File: src/rtl/core/mipe_pkg.sv
`timescale 1ns / 1ps

package mipe_pkg;

    // Default and upper bound of the buffered IP header depth, in 32-bit words.
    localparam int MAX_HDR_WORDS_DEF = 15;

    // Operation codes carried on the input tuser.
    localparam logic OP_ENCAP = 1'b0;
    localparam logic OP_DECAP = 1'b1;

    // Protocol written into the outer header after reset.
    localparam logic [7:0] ENCAP_PROTO_RST = 8'd55;

    // Size of the minimal forwarding header in bytes, and the smallest legal IHL.
    localparam logic [15:0] LEN_ADJ = 16'd8;
    localparam logic [3:0]  MIN_IHL = 4'd5;

    // Byte count of a full word.
    localparam logic [2:0] VB_FULL = 3'd4;

    // Checksum accumulator: up to fifteen words of two 16-bit halves each.
    localparam int CSUM_ACC_W = 21;

    // Fold the wide accumulator to 16 bits with end-around carry and invert.
    function automatic logic [15:0] csum_fold(input logic [CSUM_ACC_W-1:0] acc);
        logic [16:0] s1;
        logic [15:0] s2;
        s1 = {{(17 - (CSUM_ACC_W - 16)){1'b0}}, acc[CSUM_ACC_W-1:16]} + {1'b0, acc[15:0]};
        s2 = s1[15:0] + {15'b0, s1[16]};
        return ~s2;
    endfunction

endpackage

File: src/rtl/core/minimal_ip_encap_rewriter_unit.sv
`timescale 1ns / 1ps

// Minimal IP encapsulation rewriter. Packets enter as 32-bit beats in network byte order
// (first byte in bits 31..24); tuser selects encapsulation (0) or decapsulation (1) and is
// sampled on the first beat with the tunnel destination. The IP header (IHL words) and, when
// decapsulating, the 8-byte forwarding header are buffered; then one shared ones'-complement
// adder walks the buffered words under a small sequencer to build the checksums. Encapsulation
// builds the forwarding and then the IP header checksum and emits IHL+2 header beats;
// decapsulation builds only the latter and emits IHL beats. The input is stalled for that
// whole burst. Payload beats then pass at one per cycle, unless the output stalls, through a
// single output register. A packet that ends before its headers are complete is replayed
// from the buffer unchanged with tuser set, one beat per cycle unless the output stalls. A
// packet whose IHL is out of range passes unchanged. cfg_wr_en sets the encap protocol.
module minimal_ip_encap_rewriter_unit
    import mipe_pkg::*;
#(
    parameter int MAX_HEADER_WORDS = MAX_HDR_WORDS_DEF
)
(
    input  logic        clk,
    input  logic        rst_n,
    input  logic        cfg_wr_en,
    input  logic [7:0]  cfg_wr_data,      // encap_protocol
    input  logic        s_axis_tvalid,
    output logic        s_axis_tready,
    input  logic [71:0] s_axis_tdata,     // packet_word[31:0], valid_bytes[34:32],
                                          // tunnel_dest[66:35], zero fill
    input  logic        s_axis_tlast,
    input  logic [0:0]  s_axis_tuser,     // operation
    output logic        m_axis_tvalid,
    input  logic        m_axis_tready,
    output logic [39:0] m_axis_tdata,     // out_word[31:0], out_valid_bytes[34:32], zero fill
    output logic        m_axis_tlast,
    output logic [0:0]  m_axis_tuser      // truncated
);

    localparam int AW = $clog2(MAX_HEADER_WORDS);
    localparam int CW = $clog2(MAX_HEADER_WORDS + 3);

    localparam logic [2:0] PH_IDLE  = 3'd0;
    localparam logic [2:0] PH_HDR   = 3'd1;
    localparam logic [2:0] PH_FWD   = 3'd2;
    localparam logic [2:0] PH_PAY   = 3'd3;
    localparam logic [2:0] PH_FSUM  = 3'd4;
    localparam logic [2:0] PH_HSUM  = 3'd5;
    localparam logic [2:0] PH_EMIT  = 3'd6;
    localparam logic [2:0] PH_FLUSH = 3'd7;

    localparam logic [CW-1:0] IDX_ZERO = CW'(0);
    localparam logic [CW-1:0] IDX_ONE  = CW'(1);
    localparam logic [CW-1:0] IDX_TWO  = CW'(2);
    localparam logic [CW-1:0] IDX_FOUR = CW'(4);

    // Header buffer and forwarding header words.
    logic [31:0] hdr_mem [MAX_HEADER_WORDS];
    logic [31:0] fwd_reg [2];

    // Control state.
    logic [2:0]            phase_reg, phase_next;
    logic [CW-1:0]         wcnt_reg, wcnt_next;
    logic [CW-1:0]         hw_reg, hw_next;
    logic [CW-1:0]         idx_reg, idx_next;
    logic                  mode_reg, mode_next;
    logic [31:0]           dest_reg, dest_next;
    logic [7:0]            proto_reg, proto_next;
    logic                  plast_reg, plast_next;
    logic [2:0]            fvb_reg, fvb_next;
    logic [CSUM_ACC_W-1:0] acc_reg, acc_next;
    logic [15:0]           fcsum_reg, fcsum_next;
    logic [15:0]           hcsum_reg, hcsum_next;

    // Output register.
    logic        m_valid_reg, m_valid_next;
    logic [31:0] o_word_reg;
    logic [2:0]  o_vb_reg;
    logic        o_last_reg;
    logic        o_tr_reg;

    logic        out_load;
    logic [31:0] out_word_d;
    logic [2:0]  out_vb_d;
    logic        out_last_d;
    logic        out_tr_d;

    // Input beat fields.
    logic [31:0] in_word;
    logic [2:0]  in_vb_raw;
    logic [2:0]  in_vb;
    logic [31:0] in_dest;
    logic        in_op;
    logic        in_short;
    logic [3:0]  in_ihl;
    logic        s_fire;
    logic        out_free;

    // Buffer write and read ports.
    logic          mem_we;
    logic [AW-1:0] mem_waddr;
    logic          fwd_we;
    logic          fwd_sel;
    logic [AW-1:0] rd_addr;
    logic [31:0]   rd_data;

    // Rewritten header word, adder operand and the flush bookkeeping.
    logic [31:0]           mod_word;
    logic [31:0]           op_word;
    logic [CSUM_ACC_W-1:0] acc_sum;
    logic [CW-1:0]         wc_inc;
    logic [CW-1:0]         fwd_off;
    logic [CW-1:0]         fl_nh;
    logic [CW-1:0]         fl_nf_raw;
    logic [CW-1:0]         fl_nf;
    logic [CW-1:0]         fl_total;
    logic [CW-1:0]         fl_off;
    logic [CW-1:0]         emit_end;

    assign in_word   = s_axis_tdata[31:0];
    assign in_vb_raw = s_axis_tdata[34:32];
    assign in_dest   = s_axis_tdata[66:35];
    assign in_op     = s_axis_tuser[0];
    assign in_ihl    = in_word[27:24];
    assign in_vb     = (in_vb_raw == 3'd0 || in_vb_raw > VB_FULL) ? VB_FULL : in_vb_raw;
    assign in_short  = (in_vb != VB_FULL);

    assign out_free      = !m_valid_reg || m_axis_tready;
    assign s_axis_tready = (phase_reg == PH_IDLE || phase_reg == PH_HDR ||
                            phase_reg == PH_FWD || phase_reg == PH_PAY) && out_free;
    assign s_fire        = s_axis_tvalid && s_axis_tready;

    assign m_axis_tvalid = m_valid_reg;
    assign m_axis_tdata  = {5'b0, o_vb_reg, o_word_reg};
    assign m_axis_tlast  = o_last_reg;
    assign m_axis_tuser  = o_tr_reg;

    // Flush counts: header words held, forwarding words held (at most two).
    assign fl_nh     = (wcnt_reg < hw_reg) ? wcnt_reg : hw_reg;
    assign fl_nf_raw = (wcnt_reg > hw_reg) ? (wcnt_reg - hw_reg) : IDX_ZERO;
    assign fl_nf     = (fl_nf_raw > IDX_TWO) ? IDX_TWO : fl_nf_raw;
    assign fl_total  = fl_nh + fl_nf;
    assign fl_off    = idx_reg - fl_nh;
    assign emit_end  = (mode_reg == OP_DECAP) ? (hw_reg - IDX_ONE) : (hw_reg + IDX_ONE);
    assign wc_inc    = wcnt_reg + IDX_ONE;
    assign fwd_off   = wcnt_reg - hw_reg;

    // Read address of the header buffer, chosen by the sequencer.
    always_comb
    begin
        rd_addr = idx_reg[AW-1:0];
        unique case (phase_reg)
            PH_FSUM:
            begin
                rd_addr = (idx_reg == IDX_ZERO) ? AW'(2) : AW'(4);
            end
            PH_EMIT:
            begin
                if (idx_reg == hw_reg)
                begin
                    rd_addr = AW'(2);
                end
                else if (idx_reg > hw_reg)
                begin
                    rd_addr = AW'(4);
                end
            end
            default:
            begin
                rd_addr = idx_reg[AW-1:0];
            end
        endcase
    end

    assign rd_data = hdr_mem[rd_addr];

    // Outer header word with length, protocol, checksum and destination rewritten.
    always_comb
    begin
        mod_word = rd_data;
        if (idx_reg == IDX_ZERO)
        begin
            mod_word[15:0] = (mode_reg == OP_DECAP) ? (rd_data[15:0] - LEN_ADJ)
                                                    : (rd_data[15:0] + LEN_ADJ);
        end
        else if (idx_reg == IDX_TWO)
        begin
            mod_word[23:16] = (mode_reg == OP_DECAP) ? fwd_reg[0][31:24] : proto_reg;
            mod_word[15:0]  = (phase_reg == PH_EMIT) ? hcsum_reg : 16'h0000;
        end
        else if (idx_reg == IDX_FOUR)
        begin
            mod_word = (mode_reg == OP_DECAP) ? fwd_reg[1] : dest_reg;
        end
    end

    // Shared ones'-complement adder operand and sum.
    always_comb
    begin
        if (phase_reg == PH_FSUM)
        begin
            op_word = (idx_reg == IDX_ZERO) ? {rd_data[23:16], 24'h000000} : rd_data;
        end
        else
        begin
            op_word = mod_word;
        end
    end

    assign acc_sum = acc_reg + CSUM_ACC_W'(op_word[31:16]) + CSUM_ACC_W'(op_word[15:0]);

    // Sequencer.
    always_comb
    begin
        phase_next = phase_reg;
        wcnt_next  = wcnt_reg;
        hw_next    = hw_reg;
        idx_next   = idx_reg;
        mode_next  = mode_reg;
        dest_next  = dest_reg;
        proto_next = cfg_wr_en ? cfg_wr_data : proto_reg;
        plast_next = plast_reg;
        fvb_next   = fvb_reg;
        acc_next   = acc_reg;
        fcsum_next = fcsum_reg;
        hcsum_next = hcsum_reg;
        mem_we     = 1'b0;
        mem_waddr  = wcnt_reg[AW-1:0];
        fwd_we     = 1'b0;
        fwd_sel    = fwd_off[0];
        out_load   = 1'b0;
        out_word_d = in_word;
        out_vb_d   = in_vb;
        out_last_d = s_axis_tlast;
        out_tr_d   = 1'b0;

        unique case (phase_reg)
            PH_IDLE:
            begin
                if (s_fire)
                begin
                    mode_next = in_op;
                    dest_next = in_dest;
                    if (in_ihl < MIN_IHL || 32'(in_ihl) > MAX_HEADER_WORDS)
                    begin
                        out_load   = 1'b1;
                        phase_next = s_axis_tlast ? PH_IDLE : PH_PAY;
                    end
                    else
                    begin
                        hw_next   = CW'(in_ihl);
                        mem_we    = 1'b1;
                        mem_waddr = AW'(0);
                        wcnt_next = IDX_ONE;
                        fvb_next  = in_vb;
                        idx_next  = IDX_ZERO;
                        phase_next = s_axis_tlast ? PH_FLUSH : PH_HDR;
                    end
                end
            end
            PH_HDR:
            begin
                if (s_fire)
                begin
                    mem_we    = 1'b1;
                    wcnt_next = wc_inc;
                    fvb_next  = in_vb;
                    plast_next = s_axis_tlast;
                    idx_next  = IDX_ZERO;
                    acc_next  = '0;
                    if (wc_inc >= hw_reg)
                    begin
                        wcnt_next = hw_reg;
                        if (mode_reg == OP_ENCAP)
                        begin
                            phase_next = (s_axis_tlast && in_short) ? PH_FLUSH : PH_FSUM;
                        end
                        else
                        begin
                            phase_next = s_axis_tlast ? PH_FLUSH : PH_FWD;
                        end
                    end
                    else if (s_axis_tlast)
                    begin
                        phase_next = PH_FLUSH;
                    end
                end
            end
            PH_FWD:
            begin
                if (s_fire)
                begin
                    fwd_we     = 1'b1;
                    wcnt_next  = wc_inc;
                    fvb_next   = in_vb;
                    plast_next = s_axis_tlast;
                    idx_next   = IDX_ZERO;
                    acc_next   = '0;
                    if (wc_inc >= hw_reg + IDX_TWO)
                    begin
                        phase_next = (s_axis_tlast && in_short) ? PH_FLUSH : PH_HSUM;
                    end
                    else if (s_axis_tlast)
                    begin
                        phase_next = PH_FLUSH;
                    end
                end
            end
            PH_PAY:
            begin
                if (s_fire)
                begin
                    out_load = 1'b1;
                    if (s_axis_tlast)
                    begin
                        phase_next = PH_IDLE;
                    end
                end
            end
            PH_FSUM:
            begin
                // Two adder steps over the forwarding header, then fold.
                if (idx_reg == IDX_TWO)
                begin
                    fcsum_next = csum_fold(acc_reg);
                    acc_next   = '0;
                    idx_next   = IDX_ZERO;
                    phase_next = PH_HSUM;
                end
                else
                begin
                    acc_next = acc_sum;
                    idx_next = idx_reg + IDX_ONE;
                end
            end
            PH_HSUM:
            begin
                // One adder step per header word, then fold.
                if (idx_reg == hw_reg)
                begin
                    hcsum_next = csum_fold(acc_reg);
                    idx_next   = IDX_ZERO;
                    phase_next = PH_EMIT;
                end
                else
                begin
                    acc_next = acc_sum;
                    idx_next = idx_reg + IDX_ONE;
                end
            end
            PH_EMIT:
            begin
                if (out_free)
                begin
                    out_load = 1'b1;
                    out_vb_d = VB_FULL;
                    if (idx_reg < hw_reg)
                    begin
                        out_word_d = mod_word;
                        out_last_d = (mode_reg == OP_DECAP) && plast_reg &&
                                     (idx_reg == emit_end);
                    end
                    else if (idx_reg == hw_reg)
                    begin
                        out_word_d = {rd_data[23:16], 8'h00, fcsum_reg};
                        out_last_d = 1'b0;
                    end
                    else
                    begin
                        out_word_d = rd_data;
                        out_last_d = plast_reg;
                    end
                    idx_next = idx_reg + IDX_ONE;
                    if (idx_reg == emit_end)
                    begin
                        wcnt_next  = IDX_ZERO;
                        phase_next = plast_reg ? PH_IDLE : PH_PAY;
                    end
                end
            end
            PH_FLUSH:
            begin
                // Replay the buffered words unchanged, marked truncated.
                if (out_free)
                begin
                    out_load   = 1'b1;
                    out_tr_d   = 1'b1;
                    out_word_d = (idx_reg < fl_nh) ? rd_data : fwd_reg[fl_off[0]];
                    out_last_d = (idx_reg == fl_total - IDX_ONE);
                    out_vb_d   = out_last_d ? fvb_reg : VB_FULL;
                    idx_next   = idx_reg + IDX_ONE;
                    if (out_last_d)
                    begin
                        wcnt_next  = IDX_ZERO;
                        phase_next = PH_IDLE;
                    end
                end
            end
            default:
            begin
                phase_next = PH_IDLE;
            end
        endcase

        if (out_load)
        begin
            m_valid_next = 1'b1;
        end
        else if (m_axis_tready)
        begin
            m_valid_next = 1'b0;
        end
        else
        begin
            m_valid_next = m_valid_reg;
        end
    end

    // Control registers.
    always_ff @(posedge clk or negedge rst_n)
    begin
        if (!rst_n)
        begin
            phase_reg   <= PH_IDLE;
            wcnt_reg    <= '0;
            hw_reg      <= '0;
            idx_reg     <= '0;
            mode_reg    <= 1'b0;
            dest_reg    <= '0;
            proto_reg   <= ENCAP_PROTO_RST;
            plast_reg   <= 1'b0;
            m_valid_reg <= 1'b0;
        end
        else
        begin
            phase_reg   <= phase_next;
            wcnt_reg    <= wcnt_next;
            hw_reg      <= hw_next;
            idx_reg     <= idx_next;
            mode_reg    <= mode_next;
            dest_reg    <= dest_next;
            proto_reg   <= proto_next;
            plast_reg   <= plast_next;
            m_valid_reg <= m_valid_next;
        end
    end

    // Datapath registers and the output beat.
    always_ff @(posedge clk)
    begin
        fvb_reg   <= fvb_next;
        acc_reg   <= acc_next;
        fcsum_reg <= fcsum_next;
        hcsum_reg <= hcsum_next;
        if (out_load)
        begin
            o_word_reg <= out_word_d;
            o_vb_reg   <= out_vb_d;
            o_last_reg <= out_last_d;
            o_tr_reg   <= out_tr_d;
        end
    end

    // Header buffer and forwarding header writes.
    always_ff @(posedge clk)
    begin
        if (mem_we)
        begin
            hdr_mem[mem_waddr] <= in_word;
        end
        if (fwd_we)
        begin
            fwd_reg[fwd_sel] <= in_word;
        end
    end

endmodule
File: config.mk
export PLATFORM = sky130hd
export DESIGN_NAME = minimal_ip_encap_rewriter_unit
export DESIGN_NICKNAME = d
export VERILOG_FILES = /design/src/rtl/core/mipe_pkg.sv /design/src/rtl/core/minimal_ip_encap_rewriter_unit.sv
export SDC_FILE = /design/constraint.sdc
export NUM_CORES = 1
export LEC_CHECK = 0
export BUFFER_PORTS_ARGS = -buffer_cell sky130_fd_sc_hd__buf_2
export CORE_MARGIN = 1.5
export CORE_UTILIZATION = 60
export DETAILED_ROUTE_END_ITERATION = 16
export MAX_ROUTING_LAYER = met4
export PLACE_DENSITY = 0.78
export REMOVE_ABC_BUFFERS = 1
export SETUP_SLACK_MARGIN = 0.02
export SKIP_LAST_GASP = 1
export SLEW_MARGIN = 5
export SYNTH_ARGS = -nofsm -noshare
export SYNTH_HDL_FRONTEND = slang
export SYNTH_SLANG_ARGS = --single-unit
File: constraint.sdc
create_clock -name clk -period 17.9 [get_ports clk]
set_input_delay 0.895 -clock clk [delete_from_list [all_inputs] [get_ports clk]]
set_output_delay 0.895 -clock clk [all_outputs]
set_load 0.02 [all_outputs]
==> run_results.csv <==
group,metric,value,unit
status,status,"finished, final reports clean",
clock_network,cts_tree,"done",
critical_path,rr_worst_depth,31,
logic_synthesis,syn_avg_cell_area,11.9,µm²
global_routing,use_met3,0.0733,
floorplanning,start_util,0.606,
timing,min_period,9.84,ns
clock_network,postCtsSetupRepairBufs,0,
logic_synthesis,yosysUniqueCellTypes,82,
logic_synthesis,synth_xor_area_frac,0.0195,
timing,finalHoldViolations,0,
logic_synthesis,synth_edf_count,637,
global_routing,grt.met2_usage,0.551,
critical_path,crit_top_cell,"o21ai_0",
routing,first_pass_iters,8,
logic_synthesis,synth.area.mux_share,0.0465,
floorplanning,die_h,239,µm
clock_network,clkSinkCount,697,
critical_path,crit_path_max_fanout,59,
global_routing,grt_pass1_wl,146,mm
timing,rsz0062_at_grt,"false",
global_routing,use_met1,0.474,
logic_synthesis,ys_ff_latch,697,
timing,finalSetupTns,0,ns
logic_synthesis,synth_fa_ha_area_frac,0.0406,
place,gp_congestion,0.997,
timing,finalCritPeriodShare,0.550,
routing,drc,0,
logic_synthesis,synth_simple_gate_area_frac,0.129,
clock_network,postCtsHoldBufs,0,
logic_synthesis,yosys.area.top_type_share,0.574,
logic_synthesis,synth.most_common_cell,"edfxtp_1",
clock_network,numCtsBuffers,72,
floorplanning,die_x,239,µm
logic_synthesis,synth-compound-area-share,0.113,
global_routing,first_global_vias,23600,
finish,nNetsFinal,3061,
clock_network,clk-insertion-delay-late,0.63,ns
routing,drt-initial-drc-count,3603,
timing,max_freq,102,MHz
global_routing,grt_max_degree,77,
clock_network,clock_path_buffers,3,
finish,syn_to_final_growth,11.8,%
finish,largest_register_ffs,480,
logic_synthesis,synth_cells,2793,
logic_synthesis,yosys_warnings,0,
finish,drive_gt1_frac,0.136,
routing,vias_per_cell,6.61,
timing,relSlewSlack,0.176,
critical_path,worstPathArrival,10.21,ns
clock_network,cts_root_buf,"clkbuf_16",
timing,worst_pin_slew,1.23,ns
critical_path,crit_path_end_kind,"flop",
hold_path,hp-class,"input port to asynchronous set/reset pin",
floorplanning,coreArea,55000,µm²
clock_network,clk_pin_slew,0.06,ns
timing,setup_violations,0,
place,port-buffer-count,120,
routing,wl_per_cell,26.7,µm
timing,maxSlewViolCount,0,
logic_synthesis,synthFlopType,"edfxtp_1",
critical_path,cpPeakStageDelay,0.76,ns
logic_synthesis,netlist_area,33300,µm²
finish,fill_cells,3831,
routing,via_count,24400,
critical_path,crit_required,18.27,ns
critical_path,reg2reg_from,"idx_reg[0]",
logic_synthesis,ys_seq_area_frac,0.619,
routing,drt_wl_total,98.5,mm
floorplanning,die_area,56900,µm²
critical_path,crit_type,"flop to flop",
floorplanning,rows,86,
critical_path,cp-start-kind,"flop",
logic_synthesis,synth_area_leaders,"edfxtp_1 57%, nand2_1 5.3%, dfrtp_1 4.1%",
logic_synthesis,synth_top_family_by_area,"simple AND/OR/NAND/NOR gates",
global_routing,grt_busiest_layer,"met2",
clock_network,htree_levels,3,
floorplanning,ios,131,
logic_synthesis,synth_common_cells,"637 x edfxtp_1, 472 x nand2_1, 198 x nand3_1, 150 x nor2_1, 137 x a21oi_1",
flow_run,drv_cap,0,
critical_path,reg2reg_to,"acc_reg[19]",
routing,final_antenna_net_count,0,
global_routing,grt_remaining_overflow,0,
global_routing,antenna_found_initial,3,
logic_synthesis,synth_top_area_cell,"edfxtp_1",
logic_synthesis,async_reset_ff_frac,0.0861,
place,dp_hpwl,59.3,mm
critical_path,r2r_setup_slack,8.06,ns
global_routing,track_usage,0.361,
timing,clock_skew,0.0230,ns
critical_path,crit_slowest_cell,"buf_4",
clock_network,cts_resized,0,
==> how the worst max path moves through the flow <==
stage	startpoint	end	slack, ns	depth (start not counted)
after global routing	idx_reg[0]	acc_reg[19]	7.63	31
after floorplan	idx_reg[0]	acc_reg[19]	4.52	25
final	idx_reg[0]	acc_reg[19]	8.06	31
after CTS	idx_reg[0]	acc_reg[19]	8.14	31
after global placement	idx_reg[0]	acc_reg[19]	8.20	31
after detailed placement	idx_reg[0]	acc_reg[19]	8.17	31
==> through the flow <==
stage               setup slack, ns   util  cells  cell area (µm²)  hold WS, ns
CTS                            8.14  0.677   3685            37200        0.441
finish                         8.06  0.677   3689            37200        0.423
global route                   7.63  0.677   3688            37200        0.465
floorplan                      4.52      -   2627            32600        0.476
detailed placement             8.17  0.633   3553            34800        0.499
global placement               8.20  0.633   3553            34800        0.493
==> cell type report <==
class	count	area, µm²	share of cell area
clock buffers	98	2020	0.0543
repair buffers	178	1040	0.0279
well taps	748	936	0.0251
diodes	4	10.0	0.000269
inverters	80	300	0.00806
flip-flops and latches	697	20600	0.554
clock inverters	34	399	0.0107
multi-input cells	1850	11900	0.319
==> cell usage in the layout, fill, tap and decap left out, drive strengths merged, types with 73 or more instances in the layout <==
cell type / netlist / layout
clkbuf: 86 / 98
buf: 86 / 178
inv: 80 / 84
nand2: 473 / 473
mux2i: 93 / 93
nand3: 198 / 198
a21oi: 139 / 139
edfxtp: 637 / 637
nor2: 151 / 151
o21ai: 97 / 97
ha: 73 / 73
==> metal layers <==
layer	share of wire	up-vias
met5	0	-
met4	0.048	0
met3	0.11	308
met2	0.47	1626
met1	0.37	11900
li1	-	10600
==> critical path: cells and delay by family, from the launching register on <==
| kind | cells | cell delay, ns |
|---|---|---|
| fa+ha+maj | 4 | 1.86 |
| mux | 2 | 0.44 |
| xor+xnor | 2 | 0.35 |
| flops | 1 | 0.59 |
| simple gates | 5 | 0.79 |
| compound gates | 14 | 3.94 |
| buf+inv | 4 | 1.55 |
==> kinds of logic (layout without fill, tap and decap cells) <==
family,Yosys count,after routing
other,2,12
XOR/XNOR,74,74
AND/OR/NAND/NOR,973,973
AO/OA/AOI/OAI,555,555
multiplexers,145,145
buffers and inverters,252,390
flip-flops,697,697
adder cells (fa/ha/maj),95,95
Power is left out: the tool's default activity adds up to more than one toggle a clock period on the data nets, which glitch-free logic cannot reach.
